--- src/rtl/wfp_pkg.sv ---
package wfp_pkg;

    // Parse phases, one-hot
    typedef enum logic [10:0] {
        PH_RIFF  = 11'b000_0000_0001,
        PH_RSIZE = 11'b000_0000_0010,
        PH_WAVE  = 11'b000_0000_0100,
        PH_CID   = 11'b000_0000_1000,
        PH_CSIZE = 11'b000_0001_0000,
        PH_FMT   = 11'b000_0010_0000,
        PH_DATA  = 11'b000_0100_0000,
        PH_SKIP  = 11'b000_1000_0000,
        PH_PAD   = 11'b001_0000_0000,
        PH_DONE  = 11'b010_0000_0000,
        PH_ERR   = 11'b100_0000_0000
    } phase_t;

    localparam logic [31:0] TAG_RIFF = 32'h5249_4646;
    localparam logic [31:0] TAG_WAVE = 32'h5741_5645;
    localparam logic [31:0] TAG_FMT  = 32'h666D_7420;
    localparam logic [31:0] TAG_DATA = 32'h6461_7461;

    localparam logic [31:0] FMT_MIN_SIZE = 32'd16;
    localparam logic [15:0] FMT_PCM      = 16'd1;
    localparam logic [15:0] DEPTH_16     = 16'd16;
    localparam logic [15:0] DEPTH_24     = 16'd24;

    localparam logic [1:0] KIND_AUDIO  = 2'd0;
    localparam logic [1:0] KIND_FORMAT = 2'd1;
    localparam logic [1:0] KIND_DONE   = 2'd2;
    localparam logic [1:0] KIND_ERROR  = 2'd3;

    localparam logic [3:0] ERR_NONE      = 4'd0;
    localparam logic [3:0] ERR_NO_RIFF   = 4'd1;
    localparam logic [3:0] ERR_NO_WAVE   = 4'd2;
    localparam logic [3:0] ERR_SHORT_FMT = 4'd3;
    localparam logic [3:0] ERR_MISSING   = 4'd4;
    localparam logic [3:0] ERR_NOT_PCM   = 4'd5;
    localparam logic [3:0] ERR_ZERO      = 4'd6;
    localparam logic [3:0] ERR_DEPTH     = 4'd7;
    localparam logic [3:0] ERR_DATA_EARLY = 4'd8;

    // Pending result list, emitted lowest bit first
    localparam int PLAN_W    = 6;
    localparam int PL_ZERO   = 0;  // audio byte 0x00
    localparam int PL_HELD   = 1;  // audio byte = held low byte
    localparam int PL_BYTE   = 2;  // audio byte = current input byte
    localparam int PL_FORMAT = 3;
    localparam int PL_DONE   = 4;
    localparam int PL_ERROR  = 5;

    typedef struct packed {
        logic [PLAN_W-1:0] mask;
        logic [3:0]        code;
    } plan_t;

    typedef struct packed {
        logic restart;
        logic tag_shift;
        logic size_shift;
        logic cnt_inc;
        logic cnt_clr;
        logic chunk_load;
        logic fmt_store;
        logic set_fmt_seen;
        logic set_data_seen;
        logic data_init;
        logic hold_low;
        logic sample_clr;
    } cmd_t;

    typedef struct packed {
        logic cnt_is3;
        logic cnt_hit;
        logic next_is_riff;
        logic next_is_wave;
        logic tag_is_fmt;
        logic tag_is_data;
        logic size_lt16;
        logic size_zero;
        logic size_odd;
        logic chunk_odd;
        logic fmt_seen;
        logic data_seen;
        logic fmt_pcm;
        logic chan_rate_nz;
        logic depth_ok;
        logic depth24;
        logic sample_phase;
    } status_t;

endpackage

--- src/rtl/wfp_ctrl.sv ---
module wfp_ctrl
    import wfp_pkg::*;
(
    input  logic    clk,
    input  logic    rst_n,
    input  logic    accept,
    input  logic    start_of_file,
    input  logic    end_of_file,
    input  status_t st,
    output cmd_t    cmd,
    output plan_t   plan
);

    phase_t phase_reg;
    phase_t phase_next;

    always_comb
    begin
        phase_t     cur;
        logic       fs;
        logic       ds;
        logic       want_end;
        logic       end_odd;
        logic       want_fail;
        logic [3:0] fail_code;

        cmd        = '0;
        plan       = '0;
        phase_next = phase_reg;
        cur        = start_of_file ? PH_RIFF : phase_reg;
        fs         = st.fmt_seen;
        ds         = st.data_seen;
        want_end   = 1'b0;
        end_odd    = 1'b0;
        want_fail  = 1'b0;
        fail_code  = ERR_NONE;

        if (accept)
        begin
            cmd.restart = start_of_file;
            phase_next  = cur;
            case (cur)
                PH_RIFF, PH_WAVE, PH_CID:
                begin
                    cmd.tag_shift = 1'b1;
                    cmd.cnt_inc   = 1'b1;
                    if (st.cnt_is3)
                    begin
                        cmd.cnt_clr = 1'b1;
                        if (cur == PH_RIFF)
                        begin
                            if (!st.next_is_riff)
                            begin
                                want_fail = 1'b1;
                                fail_code = ERR_NO_RIFF;
                            end
                            else
                                phase_next = PH_RSIZE;
                        end
                        else if (cur == PH_WAVE)
                        begin
                            if (!st.next_is_wave)
                            begin
                                want_fail = 1'b1;
                                fail_code = ERR_NO_WAVE;
                            end
                            else
                                phase_next = PH_CID;
                        end
                        else
                            phase_next = PH_CSIZE;
                    end
                end
                PH_RSIZE:
                begin
                    cmd.size_shift = 1'b1;
                    cmd.cnt_inc    = 1'b1;
                    if (st.cnt_is3)
                    begin
                        cmd.cnt_clr = 1'b1;
                        phase_next  = PH_WAVE;
                    end
                end
                PH_CSIZE:
                begin
                    cmd.size_shift = 1'b1;
                    cmd.cnt_inc    = 1'b1;
                    if (st.cnt_is3)
                    begin
                        // chunk header complete: open the chunk
                        cmd.cnt_clr    = 1'b1;
                        cmd.chunk_load = 1'b1;
                        if (st.tag_is_fmt)
                        begin
                            if (st.size_lt16)
                            begin
                                want_fail = 1'b1;
                                fail_code = ERR_SHORT_FMT;
                            end
                            else
                                phase_next = PH_FMT;
                        end
                        else if (st.tag_is_data)
                        begin
                            if (!fs)
                            begin
                                want_fail = 1'b1;
                                fail_code = ERR_DATA_EARLY;
                            end
                            else if (!st.fmt_pcm)
                            begin
                                want_fail = 1'b1;
                                fail_code = ERR_NOT_PCM;
                            end
                            else if (!st.chan_rate_nz)
                            begin
                                want_fail = 1'b1;
                                fail_code = ERR_ZERO;
                            end
                            else if (!st.depth_ok)
                            begin
                                want_fail = 1'b1;
                                fail_code = ERR_DEPTH;
                            end
                            else
                            begin
                                plan.mask[PL_FORMAT] = 1'b1;
                                cmd.data_init        = 1'b1;
                                phase_next           = PH_DATA;
                                if (st.size_zero)
                                begin
                                    cmd.set_data_seen = 1'b1;
                                    ds                = 1'b1;
                                    want_end          = 1'b1;
                                    end_odd           = st.size_odd;
                                end
                            end
                        end
                        else
                        begin
                            phase_next = PH_SKIP;
                            if (st.size_zero)
                            begin
                                want_end = 1'b1;
                                end_odd  = st.size_odd;
                            end
                        end
                    end
                end
                PH_FMT:
                begin
                    cmd.fmt_store = 1'b1;
                    cmd.cnt_inc   = 1'b1;
                    if (st.cnt_hit)
                    begin
                        cmd.set_fmt_seen = 1'b1;
                        fs               = 1'b1;
                        want_end         = 1'b1;
                        end_odd          = st.chunk_odd;
                    end
                end
                PH_DATA:
                begin
                    cmd.cnt_inc = 1'b1;
                    if (st.depth24)
                        plan.mask[PL_BYTE] = 1'b1;
                    else if (!st.sample_phase)
                        cmd.hold_low = 1'b1;
                    else
                    begin
                        plan.mask[PL_ZERO] = 1'b1;
                        plan.mask[PL_HELD] = 1'b1;
                        plan.mask[PL_BYTE] = 1'b1;
                        cmd.sample_clr     = 1'b1;
                    end
                    if (st.cnt_hit)
                    begin
                        cmd.set_data_seen = 1'b1;
                        ds                = 1'b1;
                        want_end          = 1'b1;
                        end_odd           = st.chunk_odd;
                    end
                end
                PH_SKIP:
                begin
                    cmd.cnt_inc = 1'b1;
                    if (st.cnt_hit)
                    begin
                        want_end = 1'b1;
                        end_odd  = st.chunk_odd;
                    end
                end
                PH_PAD:
                begin
                    want_end = 1'b1;
                    end_odd  = 1'b0;
                end
                default:
                begin
                end
            endcase

            // close the chunk: pad byte, done, or back to the next header
            if (want_end)
            begin
                if (end_odd)
                    phase_next = PH_PAD;
                else if (fs && ds)
                begin
                    plan.mask[PL_DONE] = 1'b1;
                    phase_next         = PH_DONE;
                end
                else
                begin
                    phase_next  = PH_CID;
                    cmd.cnt_clr = 1'b1;
                end
            end

            if (want_fail)
            begin
                plan.mask[PL_ERROR] = 1'b1;
                plan.code           = fail_code;
                phase_next          = PH_ERR;
            end

            // file ends before parsing finished
            if (end_of_file && phase_next != PH_DONE && phase_next != PH_ERR)
            begin
                plan.mask[PL_ERROR] = 1'b1;
                plan.code           = ERR_MISSING;
                phase_next          = PH_ERR;
            end
        end
    end

    always_ff @(posedge clk or negedge rst_n)
    begin
        if (!rst_n)
            phase_reg <= PH_RIFF;
        else
            phase_reg <= phase_next;
    end

endmodule

--- src/rtl/wfp_datapath.sv ---
module wfp_datapath
    import wfp_pkg::*;
(
    input  logic        clk,
    input  logic        rst_n,
    input  logic [7:0]  in_byte,
    input  logic        start_of_file,
    input  cmd_t        cmd,
    output status_t     st,
    output logic [7:0]  held_byte,
    output logic [15:0] fmt_tag,
    output logic [15:0] fmt_channels,
    output logic [31:0] fmt_rate,
    output logic [15:0] fmt_align,
    output logic [31:0] fmt_byte_rate
);

    logic [31:0] cnt_reg,     cnt_next;
    logic [31:0] tag_reg,     tag_next;
    logic [31:0] size_reg,    size_next;
    logic [31:0] chunk_reg,   chunk_next;
    logic [15:0] ftag_reg,    ftag_next;
    logic [15:0] chan_reg,    chan_next;
    logic [31:0] rate_reg,    rate_next;
    logic [15:0] bits_reg,    bits_next;
    logic        fseen_reg,   fseen_next;
    logic        dseen_reg,   dseen_next;
    logic [7:0]  held_reg,    held_next;
    logic        sphase_reg,  sphase_next;
    logic [15:0] align_reg;
    logic [31:0] brate_reg;

    logic [31:0] cnt_eff;
    logic [31:0] cnt_plus;
    logic [31:0] tag_shifted;
    logic [31:0] size_shifted;

    assign cnt_eff      = start_of_file ? 32'd0 : cnt_reg;
    assign cnt_plus     = cnt_eff + 32'd1;
    assign tag_shifted  = {tag_reg[23:0], in_byte};
    assign size_shifted = {in_byte, size_reg[31:8]};

    always_comb
    begin
        st              = '0;
        st.cnt_is3      = (cnt_eff == 32'd3);
        st.cnt_hit      = (cnt_plus == chunk_reg);
        st.next_is_riff = (tag_shifted == TAG_RIFF);
        st.next_is_wave = (tag_shifted == TAG_WAVE);
        st.tag_is_fmt   = (tag_reg == TAG_FMT);
        st.tag_is_data  = (tag_reg == TAG_DATA);
        st.size_lt16    = (size_shifted < FMT_MIN_SIZE);
        st.size_zero    = (size_shifted == 32'd0);
        st.size_odd     = size_shifted[0];
        st.chunk_odd    = chunk_reg[0];
        st.fmt_seen     = fseen_reg;
        st.data_seen    = dseen_reg;
        st.fmt_pcm      = (ftag_reg == FMT_PCM);
        st.chan_rate_nz = (chan_reg != 16'd0) && (rate_reg != 32'd0);
        st.depth_ok     = (bits_reg == DEPTH_16) || (bits_reg == DEPTH_24);
        st.depth24      = (bits_reg == DEPTH_24);
        st.sample_phase = sphase_reg;
    end

    always_comb
    begin
        // restart clears everything before this byte acts
        cnt_next    = cmd.restart ? 32'd0 : cnt_reg;
        tag_next    = cmd.restart ? 32'd0 : tag_reg;
        size_next   = cmd.restart ? 32'd0 : size_reg;
        chunk_next  = cmd.restart ? 32'd0 : chunk_reg;
        ftag_next   = cmd.restart ? 16'd0 : ftag_reg;
        chan_next   = cmd.restart ? 16'd0 : chan_reg;
        rate_next   = cmd.restart ? 32'd0 : rate_reg;
        bits_next   = cmd.restart ? 16'd0 : bits_reg;
        fseen_next  = cmd.restart ? 1'b0 : fseen_reg;
        dseen_next  = cmd.restart ? 1'b0 : dseen_reg;
        held_next   = cmd.restart ? 8'd0 : held_reg;
        sphase_next = cmd.restart ? 1'b0 : sphase_reg;

        if (cmd.cnt_clr)
            cnt_next = 32'd0;
        else if (cmd.cnt_inc)
            cnt_next = cnt_plus;

        if (cmd.tag_shift)
            tag_next = {tag_next[23:0], in_byte};
        if (cmd.size_shift)
            size_next = {in_byte, size_next[31:8]};
        if (cmd.chunk_load)
            chunk_next = size_shifted;

        if (cmd.fmt_store && cnt_eff[31:4] == 28'd0)
        begin
            case (cnt_eff[3:0])
                4'd0:  ftag_next[7:0]   = in_byte;
                4'd1:  ftag_next[15:8]  = in_byte;
                4'd2:  chan_next[7:0]   = in_byte;
                4'd3:  chan_next[15:8]  = in_byte;
                4'd4:  rate_next[7:0]   = in_byte;
                4'd5:  rate_next[15:8]  = in_byte;
                4'd6:  rate_next[23:16] = in_byte;
                4'd7:  rate_next[31:24] = in_byte;
                4'd14: bits_next[7:0]   = in_byte;
                4'd15: bits_next[15:8]  = in_byte;
                default:
                begin
                end
            endcase
        end

        if (cmd.set_fmt_seen)
            fseen_next = 1'b1;
        if (cmd.set_data_seen)
            dseen_next = 1'b1;

        if (cmd.data_init)
        begin
            held_next   = 8'd0;
            sphase_next = 1'b0;
        end
        else if (cmd.hold_low)
        begin
            held_next   = in_byte;
            sphase_next = 1'b1;
        end
        else if (cmd.sample_clr)
            sphase_next = 1'b0;
    end

    always_ff @(posedge clk or negedge rst_n)
    begin
        if (!rst_n)
        begin
            cnt_reg    <= '0;
            tag_reg    <= '0;
            size_reg   <= '0;
            chunk_reg  <= '0;
            ftag_reg   <= '0;
            chan_reg   <= '0;
            rate_reg   <= '0;
            bits_reg   <= '0;
            fseen_reg  <= 1'b0;
            dseen_reg  <= 1'b0;
            held_reg   <= '0;
            sphase_reg <= 1'b0;
        end
        else
        begin
            cnt_reg    <= cnt_next;
            tag_reg    <= tag_next;
            size_reg   <= size_next;
            chunk_reg  <= chunk_next;
            ftag_reg   <= ftag_next;
            chan_reg   <= chan_next;
            rate_reg   <= rate_next;
            bits_reg   <= bits_next;
            fseen_reg  <= fseen_next;
            dseen_reg  <= dseen_next;
            held_reg   <= held_next;
            sphase_reg <= sphase_next;
        end
    end

    // Format math runs behind the saved fields; it settles long before the
    // data header that reports it.
    always_ff @(posedge clk)
    begin
        align_reg <= (chan_reg << 1) + chan_reg;
        brate_reg <= 32'(rate_reg * align_reg);
    end

    assign held_byte     = held_reg;
    assign fmt_tag       = ftag_reg;
    assign fmt_channels  = chan_reg;
    assign fmt_rate      = rate_reg;
    assign fmt_align     = align_reg;
    assign fmt_byte_rate = brate_reg;

endmodule

--- src/rtl/wfp_emit.sv ---
module wfp_emit
    import wfp_pkg::*;
(
    input  logic        clk,
    input  logic        rst_n,
    input  logic        plan_load,
    input  plan_t       plan,
    input  logic [7:0]  in_byte,
    input  logic [7:0]  held_byte,
    input  logic [15:0] fmt_tag,
    input  logic [15:0] fmt_channels,
    input  logic [31:0] fmt_rate,
    input  logic [15:0] fmt_align,
    input  logic [31:0] fmt_byte_rate,
    output logic        idle,
    output logic        result_valid,
    input  logic        result_ready,
    output logic [1:0]  kind,
    output logic [7:0]  audio_byte,
    output logic [15:0] format_tag,
    output logic [15:0] channel_count,
    output logic [31:0] sample_rate,
    output logic [15:0] bits_per_sample,
    output logic [15:0] block_align,
    output logic [31:0] byte_rate,
    output logic [3:0]  error_code,
    output logic        last
);

    logic [PLAN_W-1:0] mask_reg,   mask_next;
    logic [7:0]        byte_reg;
    logic [7:0]        held_reg;
    logic [3:0]        code_reg;
    logic              valid_reg,  valid_next;

    logic [PLAN_W-1:0] sel;
    logic              load_out;

    assign sel      = mask_reg & (~mask_reg + PLAN_W'(1));
    assign load_out = (mask_reg != '0) && (!valid_reg || result_ready);
    assign idle     = (mask_reg == '0);

    always_comb
    begin
        mask_next  = mask_reg;
        valid_next = valid_reg;
        if (plan_load)
            mask_next = plan.mask;
        else if (load_out)
            mask_next = mask_reg & ~sel;
        if (load_out)
            valid_next = 1'b1;
        else if (result_ready)
            valid_next = 1'b0;
    end

    always_ff @(posedge clk or negedge rst_n)
    begin
        if (!rst_n)
        begin
            mask_reg  <= '0;
            valid_reg <= 1'b0;
        end
        else
        begin
            mask_reg  <= mask_next;
            valid_reg <= valid_next;
        end
    end

    // Capture this word's operands; the list drains from them.
    always_ff @(posedge clk)
    begin
        if (plan_load)
        begin
            byte_reg <= in_byte;
            held_reg <= held_byte;
            code_reg <= plan.code;
        end
    end

    always_ff @(posedge clk)
    begin
        if (load_out)
        begin
            audio_byte      <= '0;
            format_tag      <= '0;
            channel_count   <= '0;
            sample_rate     <= '0;
            bits_per_sample <= '0;
            block_align     <= '0;
            byte_rate       <= '0;
            error_code      <= ERR_NONE;
            last            <= ((mask_reg & ~sel) == '0);
            if (sel[PL_ZERO])
                kind <= KIND_AUDIO;
            else if (sel[PL_HELD])
            begin
                kind       <= KIND_AUDIO;
                audio_byte <= held_reg;
            end
            else if (sel[PL_BYTE])
            begin
                kind       <= KIND_AUDIO;
                audio_byte <= byte_reg;
            end
            else if (sel[PL_FORMAT])
            begin
                kind            <= KIND_FORMAT;
                format_tag      <= fmt_tag;
                channel_count   <= fmt_channels;
                sample_rate     <= fmt_rate;
                bits_per_sample <= DEPTH_24;
                block_align     <= fmt_align;
                byte_rate       <= fmt_byte_rate;
            end
            else if (sel[PL_DONE])
                kind <= KIND_DONE;
            else
            begin
                kind       <= KIND_ERROR;
                error_code <= code_reg;
            end
        end
    end

    assign result_valid = valid_reg;

endmodule

--- src/rtl/wave_file_parser_unit.sv ---
// WAV file parser.
// Input channel (byte_valid / byte_ready): one file byte per word, with
// start_of_file on the first byte of a file (restarts parsing) and
// end_of_file on its final byte.
// Output channel (result_valid / result_ready): one result per word. kind
// says audio byte, format ready, parse done or error; fields that do not
// belong to the kind read zero, and last marks the final result of a byte.
// 16-bit samples expand to three bytes (0x00, low, high); 24-bit data
// passes through.
// Throughput: header and skipped bytes, which yield no result, stream at one
// per cycle while the result list is empty. A byte that yields k results
// (k = 1..4) closes the input while the single output register drains the
// pending result list, one word per cycle while result_ready is high.
// The results of an accepted byte load the pending result list first and
// move from it into the output register.
// Reset: all parse state clears and the block waits for a RIFF tag.
// Stall: when result_ready is low the output word holds; the input stays
// open only while no results of earlier bytes are still pending.
module wave_file_parser_unit
    import wfp_pkg::*;
(
    input  logic        clk,
    input  logic        rst_n,
    input  logic        byte_valid,
    output logic        byte_ready,
    input  logic [7:0]  in_byte,
    input  logic        start_of_file,
    input  logic        end_of_file,
    output logic        result_valid,
    input  logic        result_ready,
    output logic [1:0]  kind,
    output logic [7:0]  audio_byte,
    output logic [15:0] format_tag,
    output logic [15:0] channel_count,
    output logic [31:0] sample_rate,
    output logic [15:0] bits_per_sample,
    output logic [15:0] block_align,
    output logic [31:0] byte_rate,
    output logic [3:0]  error_code,
    output logic        last
);

    cmd_t        cmd;
    status_t     st;
    plan_t       plan;
    logic        accept;
    logic        idle;
    logic [7:0]  held_byte;
    logic [15:0] fmt_tag;
    logic [15:0] fmt_channels;
    logic [31:0] fmt_rate;
    logic [15:0] fmt_align;
    logic [31:0] fmt_byte_rate;

    // Take a new word only when the result list is empty.
    assign byte_ready = idle;
    assign accept     = byte_valid && byte_ready;

    // Phase machine: decide commands and the results of each byte.
    wfp_ctrl u_ctrl (
        .clk           (clk),
        .rst_n         (rst_n),
        .accept        (accept),
        .start_of_file (start_of_file),
        .end_of_file   (end_of_file),
        .st            (st),
        .cmd           (cmd),
        .plan          (plan)
    );

    // Counters, tag and size shifters, saved format, format math.
    wfp_datapath u_datapath (
        .clk           (clk),
        .rst_n         (rst_n),
        .in_byte       (in_byte),
        .start_of_file (start_of_file),
        .cmd           (cmd),
        .st            (st),
        .held_byte     (held_byte),
        .fmt_tag       (fmt_tag),
        .fmt_channels  (fmt_channels),
        .fmt_rate      (fmt_rate),
        .fmt_align     (fmt_align),
        .fmt_byte_rate (fmt_byte_rate)
    );

    // Result list and output register.
    wfp_emit u_emit (
        .clk             (clk),
        .rst_n           (rst_n),
        .plan_load       (accept),
        .plan            (plan),
        .in_byte         (in_byte),
        .held_byte       (held_byte),
        .fmt_tag         (fmt_tag),
        .fmt_channels    (fmt_channels),
        .fmt_rate        (fmt_rate),
        .fmt_align       (fmt_align),
        .fmt_byte_rate   (fmt_byte_rate),
        .idle            (idle),
        .result_valid    (result_valid),
        .result_ready    (result_ready),
        .kind            (kind),
        .audio_byte      (audio_byte),
        .format_tag      (format_tag),
        .channel_count   (channel_count),
        .sample_rate     (sample_rate),
        .bits_per_sample (bits_per_sample),
        .block_align     (block_align),
        .byte_rate       (byte_rate),
        .error_code      (error_code),
        .last            (last)
    );

endmodule
--- config.mk ---
export PLATFORM = sky130hd
export DESIGN_NAME = wave_file_parser_unit
export DESIGN_NICKNAME = d
export VERILOG_FILES = /design/src/rtl/wfp_pkg.sv /design/src/rtl/wfp_ctrl.sv /design/src/rtl/wfp_datapath.sv /design/src/rtl/wfp_emit.sv /design/src/rtl/wave_file_parser_unit.sv
export SDC_FILE = /design/constraint.sdc
export NUM_CORES = 2
export LEC_CHECK = 0
export BUFFER_PORTS_ARGS = -buffer_cell sky130_fd_sc_hd__buf_4
export CAP_MARGIN = 30
export CORE_AREA = 8 8 271 208
export DETAILED_ROUTE_END_ITERATION = 7
export DIE_AREA = 0 0 279 216
export GPL_TIMING_DRIVEN = 0
export MAX_ROUTING_LAYER = met4
export PLACE_DENSITY = 0.89
export SYNTH_ARGS = -nofsm -noshare
export SYNTH_HDL_FRONTEND = slang
export SYNTH_SLANG_ARGS = --single-unit
--- constraint.sdc ---
create_clock -name clk -period 8.6 [get_ports clk]
set_input_delay 0 -clock clk [delete_from_list [all_inputs] [get_ports clk]]
set_output_delay 0 -clock clk [all_outputs]
set_load 0.02 [all_outputs]
* After elaboration in Yosys (flattened, before gate mapping)
Index checks and enable logic that the tools add are counted.
** Word-level totals
- Register bits :: 440
- Input bits :: 14
- Output and inout bits :: 145
- Logic and storage cells :: 285
** Cells by class
- $add $sub $neg :: 3
- Multipliers :: 1
- $lt $le $gt $ge :: 1
- Eq/ne operators :: 29
- Mux-type cells :: 175
- Bitwise gates (word level) :: 6
- Reduce and logical (&&, ||, !) cells :: 37
** Operators with widths (count)
- $mux W32 :: 11
- $mux W11 :: 20
- $eq A32 B31 Y1 const B :: 4
- $mux W8 :: 15
- $mux W16 :: 6
- $mux W1 :: 83
- $mux W4 :: 9
- $pmux W11 S3 :: 1
- $add A32 B1 Y32 const B :: 1
- $eq A16 B5 Y1 const B :: 2
- $eq A32 B2 Y1 const B :: 1
- $eq A32 B32 Y1 :: 1
- $logic_not A32 Y1 :: 1
- $lt A32 B5 Y1 const B :: 1
- $mul A32 B16 Y32 :: 1
- $reduce_bool A32 Y1 :: 1
- $logic_not A28 Y1 :: 1
- $mux W2 :: 14
- $add A16 B16 Y16 :: 1
- $eq A16 B1 Y1 const B :: 1
- $eq A4 B3 Y1 const B :: 4
- $reduce_bool A16 Y1 :: 1
- $and A6 B6 Y6 :: 2
- $logic_not A6 Y1 :: 2
- other kinds (38) :: 68

* Depth between registers and ports, before layout
- Depth after elaboration :: 22
- Depth in mapped cells :: 26
- Depth with buffers taken out :: 24

* Cells and area by module
Synthesis repeated with hierarchy kept, for this count alone.
** Unflattened totals
- Cell total of the unflattened synthesis :: 3067
- Area total of the unflattened synthesis :: 30629.4 um2
** Modules (own cells, without submodules)
- wfp_datapath :: instances 1, cells each 2481, area each 23140.9 um2, seq. area each 6241.0 um2
- wfp_emit :: instances 1, cells each 357, area each 5864.4 um2, seq. area each 4619.4 um2
- wfp_ctrl :: instances 1, cells each 228, area each 1617.8 um2, seq. area each 276.5 um2
- wave_file_parser_unit :: instances 1, cells each 1, area each 6.3 um2, seq. area each 0.0 um2

* Worst setup path before layout
No wires, ideal clock.
- Path type :: register -> register
- Start :: register u_emit.mask_reg[0]
- End :: register u_emit.mask_reg[2]
- Setup time :: 0.140 ns
- Arrival time :: 7.329 ns
- Required time :: 8.460 ns
- Setup slack :: 1.131 ns
- Stages on the path, launching flop included :: 8
- Path buffers :: 1
- Period minus slack after synthesis :: 7.469 ns
- Cells stage by stage :: dfrtp_1 > or3_1 > clkbuf_1 > nor4_1 > nor2_1 > nor2_1 > o31ai_1 > o31ai_1
** On the way
- Elaborated cells on any way between the ends :: 12
- Those cells by class :: 1 x add/sub; 2 x mux; 4 x bitwise; 5 x reduce/logical
** RTL lines
- start: declaration :: RTL line wfp_emit.sv:30 : logic [PLAN_W-1:0] mask_reg, mask_next;
- start signal: assignment :: RTL line wfp_emit.sv:66 : mask_reg <= mask_next;
- $logic_not A6 Y1 (*) :: RTL line wfp_emit.sv:41 : assign idle = (mask_reg == '0);
- via byte_ready :: RTL line wave_file_parser_unit.sv:25 : output logic byte_ready,
- $logic_and A1 B1 Y1 (*) :: RTL line wave_file_parser_unit.sv:57 : assign accept = byte_valid && byte_ready;
- $mux W6 or $reduce_bool A2 Y1 (tied branches)
The timed path passes the listed nets; every way through them passes the cells marked *. The select of a mux whose other input is x is not followed.
A chain may end at the register's enable or synchronous reset.

* Final worst setup path
- Start :: register u_datapath.rate_reg[12], in the netlist u_datapath.fmt_rate[12]
- End :: register u_datapath.brate_reg[31], in the netlist u_datapath.fmt_byte_rate[31]
** On the way
- Cells in the longest elaborated chain, start to end :: 1
** RTL lines
- start: declaration :: RTL line wfp_datapath.sv:24 : logic [31:0] rate_reg, rate_next;
- start signal: assignment :: RTL line wfp_datapath.sv:156 : rate_reg <= rate_next;
- $mul A32 B16 Y32 :: RTL line wfp_datapath.sv:170 : brate_reg <= 32'(rate_reg * align_reg);
- end signal: assignment :: RTL line wfp_datapath.sv:170
- end: declaration :: RTL line wfp_datapath.sv:31 : logic [31:0] brate_reg;
Every way passes these cells.

==> impl_metrics.csv <==
group,metric,value,unit
status,status,"finished with violations",
status,violations,"design-rule violations",
synth,ys.flop_type,"dfrtp_1",
routing,antenna_left,0,
pwr,peakVddDrop,149,uV
die,start_util,59.2,%
global_route,grt_pass1_wl,151000,um
final_layout,fin_area,34700,sq um
clock_tree,cts-root-buf,"clkbuf_16",
final_layout,area_growth,12.4,%
final_layout,layout-drive-gt1-share,8.57,%
synth,syn_area,30900,sq um
synth,synth_area_leaders,"fa_1 (20%), dfrtp_1 (18%), edfxtp_1 (14%)",
routing,viasPerCell,6.17,
routing,route.met2.wl,39700,um
hold_path,hp-class,"input port to flop",
die,die_w,279,um
global_route,grt_pass1_vias,26200,
synth,yosys_warnings,0,
global_route,antenna_found_initial,5,
job,max_cap_violations,0,
die,die_area,60300,sq um
synth,synth_top_area_share,19.8,%
sta,skew,0.0304,ns
clock_tree,ctsResizeCount,0,
sta,max-slew-margin-rel,25.1,%
die,coreArea,52200,sq um
hold_path,whs_path_depth,4,
setup_path,path_class,"flop to flop",
clock_tree,cts.sinks,425,
setup_path,required,9.09,ns
die,rows,73,
clock_tree,postCtsSetupRepairBufs,0,
sta,fin_crit_sh,97.3,%
placement,routabilityCongestion,0.986,
synth,synth_top_cell_by_area,"fa_1",
synth,avgSynthCellArea,9.63,sq um
clock_tree,htreeDepth,2,
setup_path,crit_buf_inv,3,
sta,rsz0062_at_grt,"false",
sta,finalMaxSlewViolations,0,
routing,drt-met1-wl,37900,um
clock_tree,path_clk_slew,0.07,ns
routing,drc_errors,3,
synth,synth_edf_count,148,
hold_path,hold_start,"start_of_file",
synth,syn_inst,3205,
clock_tree,clk-insertion-delay-late,0.61,ns
pwr,power_density,152,nW/um^2
setup_path,cp_data_arrival_time,8.85,ns
sta,fin_crit,8.37,ns
sta,clock.fmax,120,MHz
setup_path,r2r_end,"u_datapath.fmt_byte_rate[31]$_DFF_P_",
clock_tree,ctsLongestPathBuffers,3,
die,io_pins,159,
clock_tree,cts_buffers,43,
sta,worstMarginPinSlew,1.12,ns
routing,firstDrtPassIters,8,
setup_path,max_stage_delay,0.66,ns
sta,finalHoldViolCount,0,
pwr,power,5.26,mW
routing,wl_per_cell,23.2,um
final_layout,nNetsFinal,3839,
hold_path,whs_endpoint,"u_datapath.cnt_reg[11]$_DFFE_PN0P_",
setup_path,rrSetupSlack,0.23,ns
placement,dp_hpwl,71500,um
routing,routed.top_layer,"met4",
synth,synth_seq_cells,425,
setup_path,r2r-start,"u_datapath.fmt_rate[12]$_DFF_PN0_",
sta,setup-violations-final,0,
sta,tns,0,ns
clock_tree,hold_buffers,13,
setup_path,path_depth,22,
clock_tree,cts_tree,"built",
setup_path,crit_path_end_kind,"flop",
setup_path,crit_path_frequent_cell,"fa_1",
die,die_h,216,um
global_route,grt_overflow_total,0,
routing,wl,96900,um
pwr,total_leakage_power,13.8,nW
setup_path,cp_top_family,"adder cells",
synth,synth-seq-area-share,36.1,%
global_route,grt_max_degree,98,
routing,vias,25800,
synth,synth-async-reset-ratio,53.9,%
routing,wl_met3,15100,um
setup_path,slowest_stage,"clkbuf_1",
placement,portBuffers,143,
routing,drtIter0Drc,3661,
setup_path,cp-start-kind,"flop",
synth,synth_common_cells,"nand2_1 (598), fa_1 (305), and2_1 (295), inv_1 (295), dfrtp_1 (228)",
synth,synth_cell_type_count,89,
setup_path,cp_max_fo,10,
placement,place_area,33000,sq um
global_route,gr-usage-all-layers,32.9,%
setup_path,path_cells,"clkbuf_1 > clkbuf_1 > nand2_1 > fa_1 > fa_1 > fa_1 > fa_1 > fa_1 > fa_1 > inv_1 > ha_1 > a21o_1 > a21o_1 > a21oi_1 > o2111ai_1 > a311oi_1 > nor2_1 > o211ai_1 > nand3_1 > a311oi_1 > o21bai_1 > xnor2_1",
synth,yosysMostFrequentCell,"nand2_1",
setup_path,r2r_cells,22,
[how the worst max path moves through the flow]
stage	endpoint	slack, ns	start
after CTS	u_datapath.fmt_byte_rate[31]$_DFF_P_	0.61	u_datapath.fmt_rate[12]$_DFF_PN0_
final	u_datapath.fmt_byte_rate[31]$_DFF_P_	0.23	u_datapath.fmt_rate[12]$_DFF_PN0_
after global placement	u_emit.mask_reg[2]$_DFFE_PN0P_	-2.30	u_emit.mask_reg[0]$_DFFE_PN0P_
after floorplan	u_emit.mask_reg[2]$_DFFE_PN0P_	1.13	u_emit.mask_reg[0]$_DFFE_PN0P_
after global routing	u_datapath.fmt_byte_rate[31]$_DFF_P_	0.12	u_datapath.fmt_rate[11]$_DFF_PN0_
after detailed placement	u_datapath.fmt_byte_rate[31]$_DFF_P_	0.71	u_datapath.fmt_rate[12]$_DFF_PN0_
[per-layer routing]
layer / GRT usage [%] / up-vias
met5: - / -
met4: 13.5 / 0
met3: 12.4 / 360
met2: 44.6 / 1974
met1: 44.1 / 12500
li1: - / 11000
[power breakdown]
group	leakage [nW]	switching, mW	internal, mW
sequential	4.98	0.106	2.30
clock	0.712	0.889	1.09
combinational	8.10	0.593	0.280
[cells by family after synthesis]
group / share of synthesized area, %
AO/OA/AOI/OAI: 7.75
buffers and inverters: 6.69
AND/OR/NAND/NOR: 22.6
multiplexers: 0.231
other: 0.0122
XOR/XNOR: 3.15
adder cells (fa/ha/maj): 23.5
flip-flops: 36.1
[worst reg2reg max path, stage by stage, from the launching register on]
cell       delay (ns)
dfrtp_1          0.32
clkbuf_1         0.62
clkbuf_1         0.66
nand2_1          0.19
fa_1             0.56
fa_1             0.51
fa_1             0.55
fa_1             0.56
fa_1             0.43
fa_1             0.49
inv_1            0.04
ha_1             0.35
a21o_1           0.18
a21o_1           0.16
a21oi_1          0.22
o2111ai_1        0.20
a311oi_1         0.32
nor2_1           0.18
o211ai_1         0.45
nand3_1          0.26
a311oi_1         0.48
o21bai_1         0.17
xnor2_1          0.34
[placed cells by master, fill, tap and decap left out, types with 9 or more instances in the layout]
cell type | synthesis | routed
nand2b_1 | 18 | 18
buf_4 | 18 | 160
xnor2_1 | 82 | 82
nor2_1 | 96 | 94
o32ai_1 | 16 | 16
nand4_1 | 36 | 36
conb_1 | 1 | 14
fa_1 | 305 | 305
or3_1 | 16 | 16
and2_1 | 295 | 295
dfxtp_1 | 48 | 48
a21oi_1 | 74 | 74
and3_1 | 24 | 24
a22o_1 | 15 | 15
a21o_1 | 14 | 14
buf_2 | 15 | 19
nand3_1 | 124 | 124
edfxtp_1 | 148 | 148
clkbuf_1 | 171 | 177
o31ai_1 | 23 | 23
or2_2 | 11 | 11
dlygate4sd3_1 | 0 | 12
o21ai_0 | 85 | 85
nor3_1 | 49 | 49
clkbuf_16 | 0 | 45
nand2_1 | 598 | 598
dfrtp_1 | 228 | 228
o21a_1 | 10 | 10
ha_1 | 91 | 91
nor4_1 | 46 | 46
buf_1 | 9 | 9
inv_1 | 295 | 295
nor2b_1 | 23 | 23
a211oi_1 | 22 | 22
xor2_1 | 27 | 27
[cell type report]
cell class	count	area, sq um
antenna	4	10.0
buffer	219	955
clock buffer	55	1190
clock inverter	25	272
fill	3823	17500
inverter	296	1110
multi-input combinational	2278	17700
sequential	425	11100
tap	712	891
timing repair buffer	166	1390
[through the flow]
step	worst slack (ns)	instances	util, %	hold WS [ns]
2_1_floorplan	1.13	3218	-	-0.296
3_3_place_gp	-2.30	4073	63.0	0.189
3_5_place_dp	0.709	4083	63.4	-0.0525
4_1_cts	0.612	4176	66.5	0.0141
5_1_grt	0.115	4179	66.5	0.0782
6_report	0.235	4180	66.5	0.0453
Power figures use the tool's default switching activity.
